$ cat config.mk
export PLATFORM = sky130hd
export DESIGN_NAME = circular_queue_with_type_count
export DESIGN_NICKNAME = d
export VERILOG_FILES = /design/src/cqtc_pkg.sv /design/src/circular_queue_with_type_count.sv /design/src/cqtc_ram.sv /design/src/cqtc_datapath.sv /design/src/cqtc_ctrl.sv
export SDC_FILE = /design/constraint.sdc
export NUM_CORES = 1
export LEC_CHECK = 0
export BUFFER_PORTS_ARGS = -buffer_cell sky130_fd_sc_hd__buf_2
export CORE_MARGIN = 2
export CORE_UTILIZATION = 34
export DETAILED_ROUTE_END_ITERATION = 8
export GPL_TIMING_DRIVEN = 0
export SYNTH_ARGS = -nofsm -noshare
export SYNTH_HDL_FRONTEND = slang
export SYNTH_HIERARCHICAL = 1
export SYNTH_SLANG_ARGS = --single-unit
$ cat constraint.sdc
create_clock -name clk_i -period 12.6 [get_ports clk_i]
set_clock_uncertainty 0.15 [all_clocks]
set_input_delay 3.15 -clock clk_i [delete_from_list [all_inputs] [get_ports clk_i]]
set_output_delay 3.15 -clock clk_i [all_outputs]
set_load 0.02 [all_outputs]
$ cat src/cqtc_pkg.sv
package cqtc_pkg;

  localparam int unsigned DEPTH   = 8;
  localparam int unsigned IDX_W   = (DEPTH > 1) ? $clog2(DEPTH) : 1;
  localparam int unsigned CNT_W   = $clog2(DEPTH + 1);
  localparam int unsigned OP_W    = 3;
  localparam int unsigned KIND_W  = 3;
  localparam int unsigned TYPE_W  = 8;
  localparam int unsigned PROC_W  = 32;
  localparam int unsigned TOTAL_W = 4;
  localparam int unsigned ENTRY_W = TYPE_W + PROC_W;

  typedef enum logic [OP_W-1:0] {
    OP_ENQ   = 3'd0,
    OP_DEQ   = 3'd1,
    OP_CLR   = 3'd2,
    OP_PEEK  = 3'd3,
    OP_COUNT = 3'd4
  } op_e;

  typedef enum logic [KIND_W-1:0] {
    KIND_DEQ   = 3'd0,
    KIND_FRONT = 3'd1,
    KIND_MATCH = 3'd2,
    KIND_TOTAL = 3'd3,
    KIND_EMPTY = 3'd4,
    KIND_FULL  = 3'd5
  } kind_e;

  typedef enum logic [2:0] {
    ST_IDLE,
    ST_DEQ,
    ST_PEEK,
    ST_SCAN,
    ST_TOTAL
  } state_e;

  typedef struct packed {
    logic  latch_type;
    logic  wr_en;
    logic  clr;
    logic  deq_adv;
    logic  scan_load;
    logic  scan_step;
    logic  raddr_scan;
    logic  out_load;
    kind_e out_kind;
  } dp_cmd_t;

  typedef struct packed {
    logic empty;
    logic full;
    logic scan_last;
    logic hit;
  } dp_status_t;

  function automatic logic [IDX_W-1:0] next_idx(input logic [IDX_W-1:0] idx);
    return (idx == IDX_W'(DEPTH - 1)) ? '0 : idx + 1'b1;
  endfunction

endpackage

$ cat src/circular_queue_with_type_count.sv
// Enqueue, clear and any error answer leave busy low; an error result is strobed the next cycle.
// Dequeue and peek go busy in their own state, where the entry read through the entry store's
// registered read port is loaded into the result register; no new transaction is taken while busy.
// Count on a non-empty queue stays busy through a scan state and a total state, reading one
// entry per cycle from head to tail; on an empty queue it answers like an error and stays idle.
// Reset is asynchronous and clears the indices, occupancy, controller and result strobe.
// Stored entries are not cleared; the receiver cannot stall the result strobe.
module circular_queue_with_type_count (
  input  logic                          clk_i,
  input  logic                          rst_ni,
  input  logic                          start,
  output logic                          busy,
  input  logic [cqtc_pkg::OP_W-1:0]     op_i,
  input  logic [cqtc_pkg::TYPE_W-1:0]   entry_type_i,
  input  logic [cqtc_pkg::PROC_W-1:0]   entry_process_i,
  output logic                          valid_o,
  output logic [cqtc_pkg::KIND_W-1:0]   kind_o,
  output logic [cqtc_pkg::TYPE_W-1:0]   out_type_o,
  output logic [cqtc_pkg::PROC_W-1:0]   out_process_o,
  output logic [cqtc_pkg::TOTAL_W-1:0]  match_total_o,
  output logic                          last_o
);

  cqtc_pkg::dp_cmd_t    cmd;
  cqtc_pkg::dp_status_t status;

  cqtc_ctrl u_ctrl (
    .clk_i    (clk_i),
    .rst_ni   (rst_ni),
    .start    (start),
    .op_i     (op_i),
    .status_i (status),
    .cmd_o    (cmd),
    .busy     (busy)
  );

  cqtc_datapath u_datapath (
    .clk_i           (clk_i),
    .rst_ni          (rst_ni),
    .cmd_i           (cmd),
    .status_o        (status),
    .entry_type_i    (entry_type_i),
    .entry_process_i (entry_process_i),
    .valid_o         (valid_o),
    .kind_o          (kind_o),
    .out_type_o      (out_type_o),
    .out_process_o   (out_process_o),
    .match_total_o   (match_total_o),
    .last_o          (last_o)
  );

endmodule

$ cat src/cqtc_ram.sv
module cqtc_ram #(
  parameter int unsigned WIDTH = 8,
  parameter int unsigned DEPTH = 8
) (
  input  logic                                     clk_i,
  input  logic                                     we_i,
  input  logic [((DEPTH > 1) ? $clog2(DEPTH) : 1)-1:0] waddr_i,
  input  logic [WIDTH-1:0]                         wdata_i,
  input  logic [((DEPTH > 1) ? $clog2(DEPTH) : 1)-1:0] raddr_i,
  output logic [WIDTH-1:0]                         rdata_o
);

  logic [WIDTH-1:0] mem_q [DEPTH];
  logic [WIDTH-1:0] rdata_q;

  always_ff @(posedge clk_i) begin
    if (we_i) begin
      mem_q[waddr_i] <= wdata_i;
    end
    rdata_q <= mem_q[raddr_i];
  end

  assign rdata_o = rdata_q;

endmodule

$ cat src/cqtc_datapath.sv
module cqtc_datapath (
  input  logic                          clk_i,
  input  logic                          rst_ni,
  input  cqtc_pkg::dp_cmd_t             cmd_i,
  output cqtc_pkg::dp_status_t          status_o,
  input  logic [cqtc_pkg::TYPE_W-1:0]   entry_type_i,
  input  logic [cqtc_pkg::PROC_W-1:0]   entry_process_i,
  output logic                          valid_o,
  output logic [cqtc_pkg::KIND_W-1:0]   kind_o,
  output logic [cqtc_pkg::TYPE_W-1:0]   out_type_o,
  output logic [cqtc_pkg::PROC_W-1:0]   out_process_o,
  output logic [cqtc_pkg::TOTAL_W-1:0]  match_total_o,
  output logic                          last_o
);

  logic [cqtc_pkg::IDX_W-1:0]   head_q, head_d;
  logic [cqtc_pkg::IDX_W-1:0]   tail_q, tail_d;
  logic [cqtc_pkg::CNT_W-1:0]   occ_q, occ_d;
  logic [cqtc_pkg::IDX_W-1:0]   scan_q, scan_d;
  logic [cqtc_pkg::CNT_W-1:0]   rem_q, rem_d;
  logic [cqtc_pkg::CNT_W-1:0]   match_q, match_d;
  logic [cqtc_pkg::TYPE_W-1:0]  type_q, type_d;
  logic                         valid_q;
  logic [cqtc_pkg::KIND_W-1:0]  kind_q, kind_d;
  logic [cqtc_pkg::TYPE_W-1:0]  otype_q, otype_d;
  logic [cqtc_pkg::PROC_W-1:0]  oproc_q, oproc_d;
  logic [cqtc_pkg::TOTAL_W-1:0] total_q, total_d;
  logic                         last_q, last_d;
  logic [cqtc_pkg::IDX_W-1:0]   raddr;
  logic [cqtc_pkg::ENTRY_W-1:0] rdata;
  logic [cqtc_pkg::TYPE_W-1:0]  rd_type;
  logic [cqtc_pkg::PROC_W-1:0]  rd_proc;
  logic [31:0]                  match_wide;

  assign raddr   = cmd_i.raddr_scan ? cqtc_pkg::next_idx(scan_q) : head_q;
  assign rd_type = rdata[cqtc_pkg::ENTRY_W-1 -: cqtc_pkg::TYPE_W];
  assign rd_proc = rdata[cqtc_pkg::PROC_W-1:0];

  cqtc_ram #(
    .WIDTH (cqtc_pkg::ENTRY_W),
    .DEPTH (cqtc_pkg::DEPTH)
  ) u_store (
    .clk_i   (clk_i),
    .we_i    (cmd_i.wr_en),
    .waddr_i (tail_q),
    .wdata_i ({entry_type_i, entry_process_i}),
    .raddr_i (raddr),
    .rdata_o (rdata)
  );

  assign status_o.empty     = (occ_q == '0);
  assign status_o.full      = (occ_q == cqtc_pkg::CNT_W'(cqtc_pkg::DEPTH));
  assign status_o.scan_last = (rem_q == cqtc_pkg::CNT_W'(1));
  assign status_o.hit       = (rd_type == type_q);

  always_comb begin
    head_d = head_q;
    tail_d = tail_q;
    occ_d  = occ_q;
    if (cmd_i.clr) begin
      head_d = '0;
      tail_d = '0;
      occ_d  = '0;
    end else if (cmd_i.wr_en) begin
      tail_d = cqtc_pkg::next_idx(tail_q);
      occ_d  = occ_q + 1'b1;
    end else if (cmd_i.deq_adv) begin
      head_d = cqtc_pkg::next_idx(head_q);
      occ_d  = occ_q - 1'b1;
    end
  end

  always_comb begin
    type_d  = cmd_i.latch_type ? entry_type_i : type_q;
    scan_d  = scan_q;
    rem_d   = rem_q;
    match_d = match_q;
    if (cmd_i.scan_load) begin
      scan_d  = head_q;
      rem_d   = occ_q;
      match_d = '0;
    end else if (cmd_i.scan_step) begin
      scan_d = cqtc_pkg::next_idx(scan_q);
      rem_d  = rem_q - 1'b1;
      if (status_o.hit) begin
        match_d = match_q + 1'b1;
      end
    end
  end

  assign match_wide = 32'(match_d);

  always_comb begin
    kind_d  = cmd_i.out_kind;
    otype_d = '0;
    oproc_d = '0;
    total_d = '0;
    last_d  = (cmd_i.out_kind != cqtc_pkg::KIND_MATCH);
    case (cmd_i.out_kind)
      cqtc_pkg::KIND_DEQ, cqtc_pkg::KIND_FRONT, cqtc_pkg::KIND_MATCH: begin
        otype_d = rd_type;
        oproc_d = rd_proc;
      end
      cqtc_pkg::KIND_TOTAL: begin
        otype_d = type_d;
        total_d = match_wide[cqtc_pkg::TOTAL_W-1:0];
      end
      default: begin
      end
    endcase
  end

  always_ff @(posedge clk_i or negedge rst_ni) begin
    if (!rst_ni) begin
      head_q  <= '0;
      tail_q  <= '0;
      occ_q   <= '0;
      valid_q <= 1'b0;
    end else begin
      head_q  <= head_d;
      tail_q  <= tail_d;
      occ_q   <= occ_d;
      valid_q <= cmd_i.out_load;
    end
  end

  always_ff @(posedge clk_i) begin
    type_q  <= type_d;
    scan_q  <= scan_d;
    rem_q   <= rem_d;
    match_q <= match_d;
    if (cmd_i.out_load) begin
      kind_q  <= kind_d;
      otype_q <= otype_d;
      oproc_q <= oproc_d;
      total_q <= total_d;
      last_q  <= last_d;
    end
  end

  assign valid_o       = valid_q;
  assign kind_o        = kind_q;
  assign out_type_o    = otype_q;
  assign out_process_o = oproc_q;
  assign match_total_o = total_q;
  assign last_o        = last_q;

endmodule

$ cat src/cqtc_ctrl.sv
module cqtc_ctrl (
  input  logic                        clk_i,
  input  logic                        rst_ni,
  input  logic                        start,
  input  logic [cqtc_pkg::OP_W-1:0]   op_i,
  input  cqtc_pkg::dp_status_t        status_i,
  output cqtc_pkg::dp_cmd_t           cmd_o,
  output logic                        busy
);

  cqtc_pkg::state_e state_q, state_d;

  always_comb begin
    state_d = state_q;
    case (state_q)
      cqtc_pkg::ST_IDLE: begin
        if (start && !status_i.empty) begin
          case (op_i)
            cqtc_pkg::OP_DEQ:   state_d = cqtc_pkg::ST_DEQ;
            cqtc_pkg::OP_PEEK:  state_d = cqtc_pkg::ST_PEEK;
            cqtc_pkg::OP_COUNT: state_d = cqtc_pkg::ST_SCAN;
            default:            state_d = cqtc_pkg::ST_IDLE;
          endcase
        end
      end
      cqtc_pkg::ST_DEQ, cqtc_pkg::ST_PEEK: state_d = cqtc_pkg::ST_IDLE;
      cqtc_pkg::ST_SCAN: begin
        if (status_i.scan_last) begin
          state_d = cqtc_pkg::ST_TOTAL;
        end
      end
      cqtc_pkg::ST_TOTAL: state_d = cqtc_pkg::ST_IDLE;
      default:            state_d = cqtc_pkg::ST_IDLE;
    endcase
  end

  always_comb begin
    cmd_o          = '0;
    cmd_o.out_kind = cqtc_pkg::KIND_EMPTY;
    case (state_q)
      cqtc_pkg::ST_IDLE: begin
        if (start) begin
          cmd_o.latch_type = 1'b1;
          case (op_i)
            cqtc_pkg::OP_ENQ: begin
              if (status_i.full) begin
                cmd_o.out_load = 1'b1;
                cmd_o.out_kind = cqtc_pkg::KIND_FULL;
              end else begin
                cmd_o.wr_en = 1'b1;
              end
            end
            cqtc_pkg::OP_DEQ, cqtc_pkg::OP_PEEK: begin
              if (status_i.empty) begin
                cmd_o.out_load = 1'b1;
                cmd_o.out_kind = cqtc_pkg::KIND_EMPTY;
              end
            end
            cqtc_pkg::OP_CLR: cmd_o.clr = 1'b1;
            cqtc_pkg::OP_COUNT: begin
              cmd_o.scan_load = 1'b1;
              if (status_i.empty) begin
                cmd_o.out_load = 1'b1;
                cmd_o.out_kind = cqtc_pkg::KIND_TOTAL;
              end
            end
            default: begin
            end
          endcase
        end
      end
      cqtc_pkg::ST_DEQ: begin
        cmd_o.out_load = 1'b1;
        cmd_o.out_kind = cqtc_pkg::KIND_DEQ;
        cmd_o.deq_adv  = 1'b1;
      end
      cqtc_pkg::ST_PEEK: begin
        cmd_o.out_load = 1'b1;
        cmd_o.out_kind = cqtc_pkg::KIND_FRONT;
      end
      cqtc_pkg::ST_SCAN: begin
        cmd_o.scan_step  = 1'b1;
        cmd_o.raddr_scan = 1'b1;
        cmd_o.out_load   = status_i.hit;
        cmd_o.out_kind   = cqtc_pkg::KIND_MATCH;
      end
      cqtc_pkg::ST_TOTAL: begin
        cmd_o.out_load = 1'b1;
        cmd_o.out_kind = cqtc_pkg::KIND_TOTAL;
      end
      default: begin
      end
    endcase
  end

  always_ff @(posedge clk_i or negedge rst_ni) begin
    if (!rst_ni) begin
      state_q <= cqtc_pkg::ST_IDLE;
    end else begin
      state_q <= state_d;
    end
  end

  assign busy = (state_q != cqtc_pkg::ST_IDLE);

endmodule

# Yosys cells after proc, flatten, opt, wreduce, memory -nomap -nowiden
# Memories as Yosys holds them, arrays and structs flattened. A register that Yosys moved wholly into a read port is not among the register bits.
# Index checks and enable logic that the tools add are counted.
# word_totals
mem_count	1
in_bits	46
ram_bits	320
reg_bits	81
# classes
n_mux	43
n_addsub	7
n_reduce_logical	15
n_eq_ne	21
# memory_table
name	depth	word_bits	read_ports	rd_ports_with_merged_regs	wr	line_no	rtl
u_datapath.u_store.mem_q	8	40	1	1	1	cqtc_ram.sv:13	logic [WIDTH-1:0] mem_q [DEPTH];
# ops
cell	count
two-way mux 4 bit	12
two-way mux 3 bit	15
case mux 4 bit (5 select lines)	1
== test 3 x 2 -> 1 bit (second input constant)	6
case mux 8 bit (2 select lines)	1
== test 3 bit (second input constant)	5
case mux 4 bit (3 select lines)	1
adder 3 x 1 -> 3 bit (second input constant)	3
== test 3 x 1 -> 1 bit (second input constant)	3
logical NOT 3 bit	3
two-way mux 1 bit	9
adder 4 x 1 -> 4 bit (second input constant)	2
== test 8 bit	1
two-way mux 8 bit	1
subtractor 4 x 1 -> 4 bit (second input constant)	2
case mux 2 bit (3 select lines)	1
case mux 3 bit (2 select lines)	1
nonzero test 2 bit	3
nonzero test 3 bit	2
== test 4 x 1 -> 1 bit (second input constant)	1
== test 4 bit (second input constant)	1
logical NOT 4 bit	1
!= test 2 bit (second input constant)	2
AND reduction 2 bit	2
7 further kinds	7

# Longest topological paths before layout
# Gate-level depths: netlist of run 1.
# depth
ltp_word	8
ltp_mapped	10
depth_no_buf	9

# Cells and area by module
# The synthesis of run 1 kept the hierarchy.
# by_module_without_submodules
module	area_each_um2	instances	cells_each
cqtc_ram	13171.4	1	515
cqtc_datapath	3449.6	1	258
cqtc_ctrl	327.8	1	42

# Worst setup path before layout of run 1
# No wires, ideal clock.
# synth_path
kind	input to register
from	input start
to	memory u_datapath/u_store/mem_q[4][0] (netlist bit), enable pin
stages	6
required_time_ns	11.963
slack_ns	4.229
n_path_buf	1
arrival_ns	7.735
path_cell_list	or4b_1 -> clkbuf_2 -> or3_1 -> nor3_1 -> nand2_1 -> nor3_1
# synth_lines
element	line_no	rtl
from (decl)	circular_queue_with_type_count.sv:11	input logic start,
to (decl)	cqtc_ram.sv:13	

==> impl_metrics.csv, run 1 <==
group,metric,value,unit
timing,report.final.setup_viol,0,
placement,hpwl,21.5,mm
timing,finalMaxSlewViolations,0,
timing,final-hold-violation-count,0,
clocking,clkTransAtPathRegs,0.06,ns
floorplan,dieArea,51700,µm²
detailed_routing,drtPass1Iterations,4,
global_route,grt_max_degree,27,
global_route,grt_pass1_vias,8249,
floorplan,io_pins,96,
logic_synthesis,ys_async_sr_fraction,0.0317,
logic_synthesis,postSynthAreaPerCell,20.8,µm²
timing,setup_tns,0,ns
logic_synthesis,synth-edff-count,375,
clocking,postCtsSetupBuffers,0,
detailed_routing,ant_nets,0,
floorplan,fp.coreArea,49100,µm²
global_route,use_met3,0.0311,
floorplan,die_x,227,µm
placement,gp_congestion,0.749,
timing,period_minus_slack,6.99,ns
clocking,cts_tree,"done",
clocking,cts.sinks,441,
layout,drive_gt1_frac,0.268,
detailed_routing,drt-total-wl,34.7,mm
logic_synthesis,ys.flop_type,"edfxtp_1",
floorplan,start_util,0.346,
clocking,h-tree-depth,2,
logic_synthesis,yosys_warnings,6,
global_route,antenna_found_initial,4,
layout,num_antenna_cells,0,
layout,synthToLayoutAreaGrowth,19.3,%
logic_synthesis,synth_seq_cells,441,
power_and_ir_drop,power_density,199,nW/µm²
timing,slew_headroom,0.208,
critical_path,cp.arrival,7.12,ns
logic_synthesis,synth_cell_types,50,
global_route,gr-usage-met1,0.188,
logic_synthesis,synthesis.area,16900,µm²
logic_synthesis,ys_seq_area_frac,0.746,
clocking,cts_root_buffer,"clkbuf_16",
detailed_routing,wl_per_cell,20.6,µm
detailed_routing,drtIter0Drc,476,
layout,nets,1037,
worst_hold_path,hp-class,"register to register",
detailed_routing,drc,0,
critical_path,path_cells,"buf_2, or4b_1, clkbuf_2, or3_1, nor3_1, nand2b_1, nor3_2, buf_8, buf_6, buf_8, buf_6, buf_6",
critical_path,slowest_stage,"nor3_1",
global_route,grt_pass1_wl,52.0,mm
clocking,ctsHoldBuffers,0,
critical_path,path_class,"input pin to register",
timing,worst_slack,5.61,ns
detailed_routing,vias,8146,
power_and_ir_drop,vdd_drop_max,0.0000923,V
critical_path,rrSetupSlack,7.76,ns
timing,grt_setup_unrepaired,"no",
global_route,top_usage_layer,"met2",
clocking,cts_resized,0,
global_route,met2_usage,0.220,
power_and_ir_drop,leakagePower,6.92,nW
critical_path,critPathMaxStageDelay,0.91,ns
logic_synthesis,netlist_instances,815,
placement,dp_slack,5.01,ns
logic_synthesis,synth_nets,873,
placement,io_buffers,93,
timing,fin_crit_sh,0.555,
global_route,gr-total-overflow,0,
outcome,status,"finished, final reports clean",
layout,fillCellCount,4408,
floorplan,die-height,227,µm
global_route,grt_util_all_layers,0.137,
clocking,clkLatencyLatePin,0.57,ns
critical_path,worstPathRequired,12.73,ns
timing,tightest_slew,1.18,ns
detailed_routing,vias_per_cell,4.84,
critical_path,crit_path_frequent_cell,"buf_6",
power_and_ir_drop,power,4.03,mW
flow_run,maxCapViolations,0,
floorplan,std_cell_rows,81,
clocking,numCtsBuffers,47,
critical_path,end_kind,"register",
timing,fmax,143,MHz
critical_path,critPathMaxFanout,9,
critical_path,start_kind,"input pin",
clocking,clock_path_buffers,3,
==> worst max-delay path, delay by kind of cell <==
family,cells,cell delay (ns)
buf+inv,7,1.08
simple gates,5,2.88
==> cell families (layout without fill, tap and decap cells) <==
logic type,after synthesis,after routing,share of synthesized area
AO/OA/AOI/OAI,31,31,0.0130
XOR/XNOR,13,13,0.00672
adder cells (fa/ha/maj),12,12,0.00930
buffers and inverters,47,250,0.0148
flip-flops,441,441,0.746
multiplexers,147,147,0.168
AND/OR/NAND/NOR,124,124,0.0418
==> worst paths after layout <==
kind,startpoint,end,depth (start not counted)
max in group asynchronous,rst_ni,u_ctrl/state_q[0],1
worst min-delay path,u_datapath/u_store/rdata_o[28],u_datapath/out_process_o[28],1
worst max-delay path,start,u_datapath/u_store/mem_q[0][6],12
min in group asynchronous,rst_ni,u_datapath/valid_o,1
worst min register to register,u_datapath/u_store/rdata_o[28],u_datapath/out_process_o[28],1
worst max register to register,u_ctrl/state_q[2],u_datapath/u_store/mem_q[0][6],11
==> layout by cell type (no fill, tap or decap), types with 9 or more instances in the layout <==
master,count
nand2_1,15
clkbuf_1,29
and2_1,33
buf_12,10
dfrtp_1,14
clkinv_1,9
edfxtp_1,375
inv_1,11
dfxtp_1,52
clkinv_2,11
buf_6,19
mux2i_1,12
clkbuf_16,49
buf_2,95
mux2_2,52
xnor2_1,11
nor2_1,24
ha_1,11
mux4_1,80
==> registers in the layout, indices dropped and copies added, names as in the netlist, 4 cells and up <==
| name | flops |
|---|---|
| u_datapath/out_process_o | 32 |
| u_datapath/out_type_o | 8 |
| u_datapath/rem_q | 4 |
| u_datapath/match_q | 4 |
| u_datapath/type_q | 8 |
| u_datapath/occ_q | 4 |
| u_datapath/u_store/rdata_o | 40 |
| u_datapath/match_total_o | 4 |
| u_datapath/u_store/mem_q | 320 |
==> power by group <==
| part | total, mW | switching [mW] | internal, mW |
|---|---|---|---|
| sequential | 1.81 | 0.0674 | 1.75 |
| combinational | 0.822 | 0.421 | 0.402 |
| clock | 1.39 | 0.556 | 0.832 |
| total | 4.03 | 1.04 | 2.98 |
==> per-layer routing <==
layer / vias to the layer above / wire length (µm)
met5: - / 49
met4: 8 / 533
met3: 47 / 1680
met2: 138 / 16600
met1: 4284 / 15900
li1: 3669 / -
==> cells in the mapped netlist, types with 2 or more instances <==
cell type,instances,area share
edfxtp_1,375,0.66
mux4_1,80,0.12
dfxtp_1,52,0.061
mux2_2,52,0.035
and2_1,33,0.012
nor2_1,30,0.0066
clkbuf_1,23,0.0051
nand2_1,15,0.0033
dfrtp_1,14,0.021
mux2i_1,12,0.0071
ha_1,11,0.0081
inv_1,11,0.0024
xnor2_1,11,0.0057
buf_6,9,0.0060
a21oi_1,8,0.0024
a32o_1,8,0.0047
nor2b_1,8,0.0030
nand2b_1,7,0.0026
o21ai_0,7,0.0021
nor3_1,6,0.0018
or3_1,4,0.0015
nor3b_1,3,0.0013
buf_2,2,0.00059
mux2_1,2,0.0013
nand3b_1,2,0.00089
nand4_2,2,0.0015
nor3_2,2,0.0012
nor4_1,2,0.00074
nor4b_1,2,0.0010
xor2_1,2,0.0010
==> metrics by stage <==
step           cell area [µm²]   util  hold slack [ns]  cells
6_report                 20200  0.412            0.354   1682
5_1_grt                  20200  0.412            0.372   1682
4_1_cts                  20200  0.412            0.358   1682
3_5_place_dp             18600  0.380            0.343   1594
3_3_place_gp             18200  0.372            0.340   1572
2_1_floorplan            16900      -            0.329    815
==> layout make-up <==
type	instances	area, µm²	share of cell area
repair buffers	115	808	0.0400
well taps	664	831	0.0411
plain buffers	36	210	0.0104
clock inverters	30	290	0.0144
clock buffers	58	1290	0.0638
multi-input cells	327	4100	0.203
inverters	11	41.3	0.00204
flip-flops and latches	441	12700	0.626
No activity file was read; power rests on OpenSTA's default activity.
==> inputs of run 2 (changes only) <==
==> constraint.sdc (replaced) <==
create_clock -name clk_i -period 6.7 [get_ports clk_i]
set_clock_uncertainty 0.15 [all_clocks]
set_input_delay 1.675 -clock clk_i [delete_from_list [all_inputs] [get_ports clk_i]]
set_output_delay 1.675 -clock clk_i [all_outputs]
set_load 0.02 [all_outputs]
==> run 2 against run 1 <==
Against the previous run: total power is 88% higher; via count shrank 2.3%; global-route usage shrank 0.28 points; worst hold slack improved by 0.0050 ns; clock power up 86%; sequential cell count unchanged; combinational power is 89% higher.
==> impl_metrics.csv, run 2 (same netlist as run 1, synthesis figures left out) <==
group,metric,value,unit
outcome,status,"finished, final reports clean",
layout,final_area,20200,µm²
power_and_ir_drop,vdd_drop_max,0.000175,V
detailed_routing,wl_per_cell,20.6,µm
power_and_ir_drop,leakagePower,6.87,nW
power_and_ir_drop,seq_power_share,0.452,
critical_path,r2r_cells,8,
clocking,clock_path_buffers,3,
floorplan,fp.coreArea,49100,µm²
floorplan,die-height,227,µm
clocking,cts_tree,"done",
floorplan,std_cell_rows,81,
clocking,clkLatencyLatePin,0.58,ns
detailed_routing,drtPass1Iterations,4,
timing,fin_crit_sh,0.785,
clocking,cts_root_buffer,"clkbuf_16",
power_and_ir_drop,p_comb_frac,0.205,
clocking,numCtsBuffers,46,
timing,grt_setup_unrepaired,"no",
global_route,grt_max_degree,26,
critical_path,cp.arrival,5.37,ns
timing,finalMaxSlewViolations,0,
flow_run,maxCapViolations,0,
clocking,cts.sinks,441,
floorplan,io_pins,96,
timing,fmax,190,MHz
critical_path,worstPathRequired,6.81,ns
global_route,grt_pass1_vias,8288,
global_route,grt_util_all_layers,0.134,
layout,nets,1029,
floorplan,dieArea,51700,µm²
clocking,cts_resized,0,
detailed_routing,drc,0,
layout,largest_reg_flops,320,
timing,setup_tns,0,ns
global_route,grt_pass1_wl,50.8,mm
floorplan,start_util,0.346,
critical_path,path_class,"input pin to register",
clocking,postCtsSetupBuffers,0,
layout,synthToLayoutAreaGrowth,19.2,%
power_and_ir_drop,power_density,374,nW/µm²
placement,dpl_cell_area,18600,µm²
layout,drive_gt1_frac,0.265,
worst_hold_path,hp-class,"register to register",
critical_path,start_kind,"input pin",
detailed_routing,ant_nets,0,
layout,layout_commonest_cell,"edfxtp_1",
power_and_ir_drop,power_frac_clock,0.343,
detailed_routing,drtIter0Drc,412,
detailed_routing,vias_per_cell,4.75,
detailed_routing,drt-total-wl,34.4,mm
clocking,ctsHoldBuffers,0,
clocking,h-tree-depth,2,
floorplan,die_x,227,µm
timing,report.final.setup_viol,0,
layout,regMostFlops,"u_datapath/u_store/mem_q",
placement,gp_congestion,0.747,
global_route,antenna_found_initial,4,
placement,hpwl,21.3,mm
critical_path,end_kind,"register",
power_and_ir_drop,switchingPower,1.98,mW
global_route,gr-total-overflow,0,
power_and_ir_drop,internal-power,5.57,mW
timing,tightest_slew,1.22,ns
power_and_ir_drop,swShare,0.262,
placement,io_buffers,93,
detailed_routing,vias,7956,
worst_hold_path,whs_path_depth,1,
timing,final-hold-violation-count,0,
clocking,clkTransAtPathRegs,0.06,ns
timing,slew_headroom,0.181,
layout,final_cell_mix,"edfxtp_1, buf_2, mux4_1",
timing,period_minus_slack,5.26,ns
critical_path,critPathMaxFanout,14,
-- run 2: cell types whose count changed in the layout (fill, tap and decap cells not counted), sizes merged --
cell	previous run	this run
buf	127	120
inv	13	14
clkinvlp	0	4
clkbuf	82	81
clkinv	23	16
diode	0	2
-- run 2: power by group through the flow --
stage          Clock [mW]  Combinational [mW]  Sequential [mW]
2_1_floorplan           0                1.03             3.52
3_3_place_gp            0                1.53             3.48
3_5_place_dp            0                1.58             3.47
4_1_cts              2.66                1.59             3.42
5_1_grt              2.76                1.68             3.44
6_report             2.59                1.55             3.41
-- run 2: critical path, cell delays in order --
cell and delay, ns:
buf_2 0.09, or4b_1 0.42, clkbuf_2 0.17, or3_1 0.35
nor3_1 0.94, nand2b_1 0.49, nor3_4 0.78, buf_8 0.25
buf_8 0.20
-- run 2: per-stage QoR --
| step | setup slack, ns | cells | total power [mW] | hold WS [ns] | utilization |
|---|---|---|---|---|---|
| floorplan | 0.869 | 815 | 4.55 | 0.329 | - |
| global placement | -1.62 | 1572 | 5.01 | 0.346 | 0.372 |
| global route | 1.14 | 1672 | 7.88 | 0.368 | 0.412 |
| CTS | 1.39 | 1672 | 7.67 | 0.363 | 0.412 |
| detailed placement | 0.795 | 1587 | 5.05 | 0.344 | 0.380 |
| finish | 1.44 | 1674 | 7.55 | 0.359 | 0.412 |
-- run 2: worst paths after layout --
check | slack (ns) | from | to
max reg2reg | 2.09 | u_ctrl/state_q[2] | u_datapath/u_store/mem_q[0][6]
max | 1.44 | start | u_datapath/u_store/mem_q[0][6]
min reg2reg | 0.36 | u_datapath/u_store/rdata_o[16] | u_datapath/out_process_o[16]
min | 0.36 | u_datapath/u_store/rdata_o[16] | u_datapath/out_process_o[16]
min in group asynchronous | 0.87 | rst_ni | u_datapath/valid_o
max in group asynchronous | 5.27 | rst_ni | u_ctrl/state_q[1]
-- run 2: area by class of cell --
cell class	count	area [µm²]
plain buffers	36	210
multi-input cells	327	4110
clock inverters	28	304
inverters	11	41.3
clock buffers	57	1250
flip-flops and latches	441	12700
diodes	2	5.00
repair buffers	108	791
well taps	664	831
fillers	4342	28800
-- run 2: metal layers --
layer,vias to the layer above,share of wire,track usage,routed length (µm)
met1,4107,0.45,0.177,15400
li1,3658,-,-,-
met5,-,0.00081,0,28
met4,4,0.018,0.0382,629
met3,48,0.045,0.0289,1560
met2,139,0.49,0.225,16800
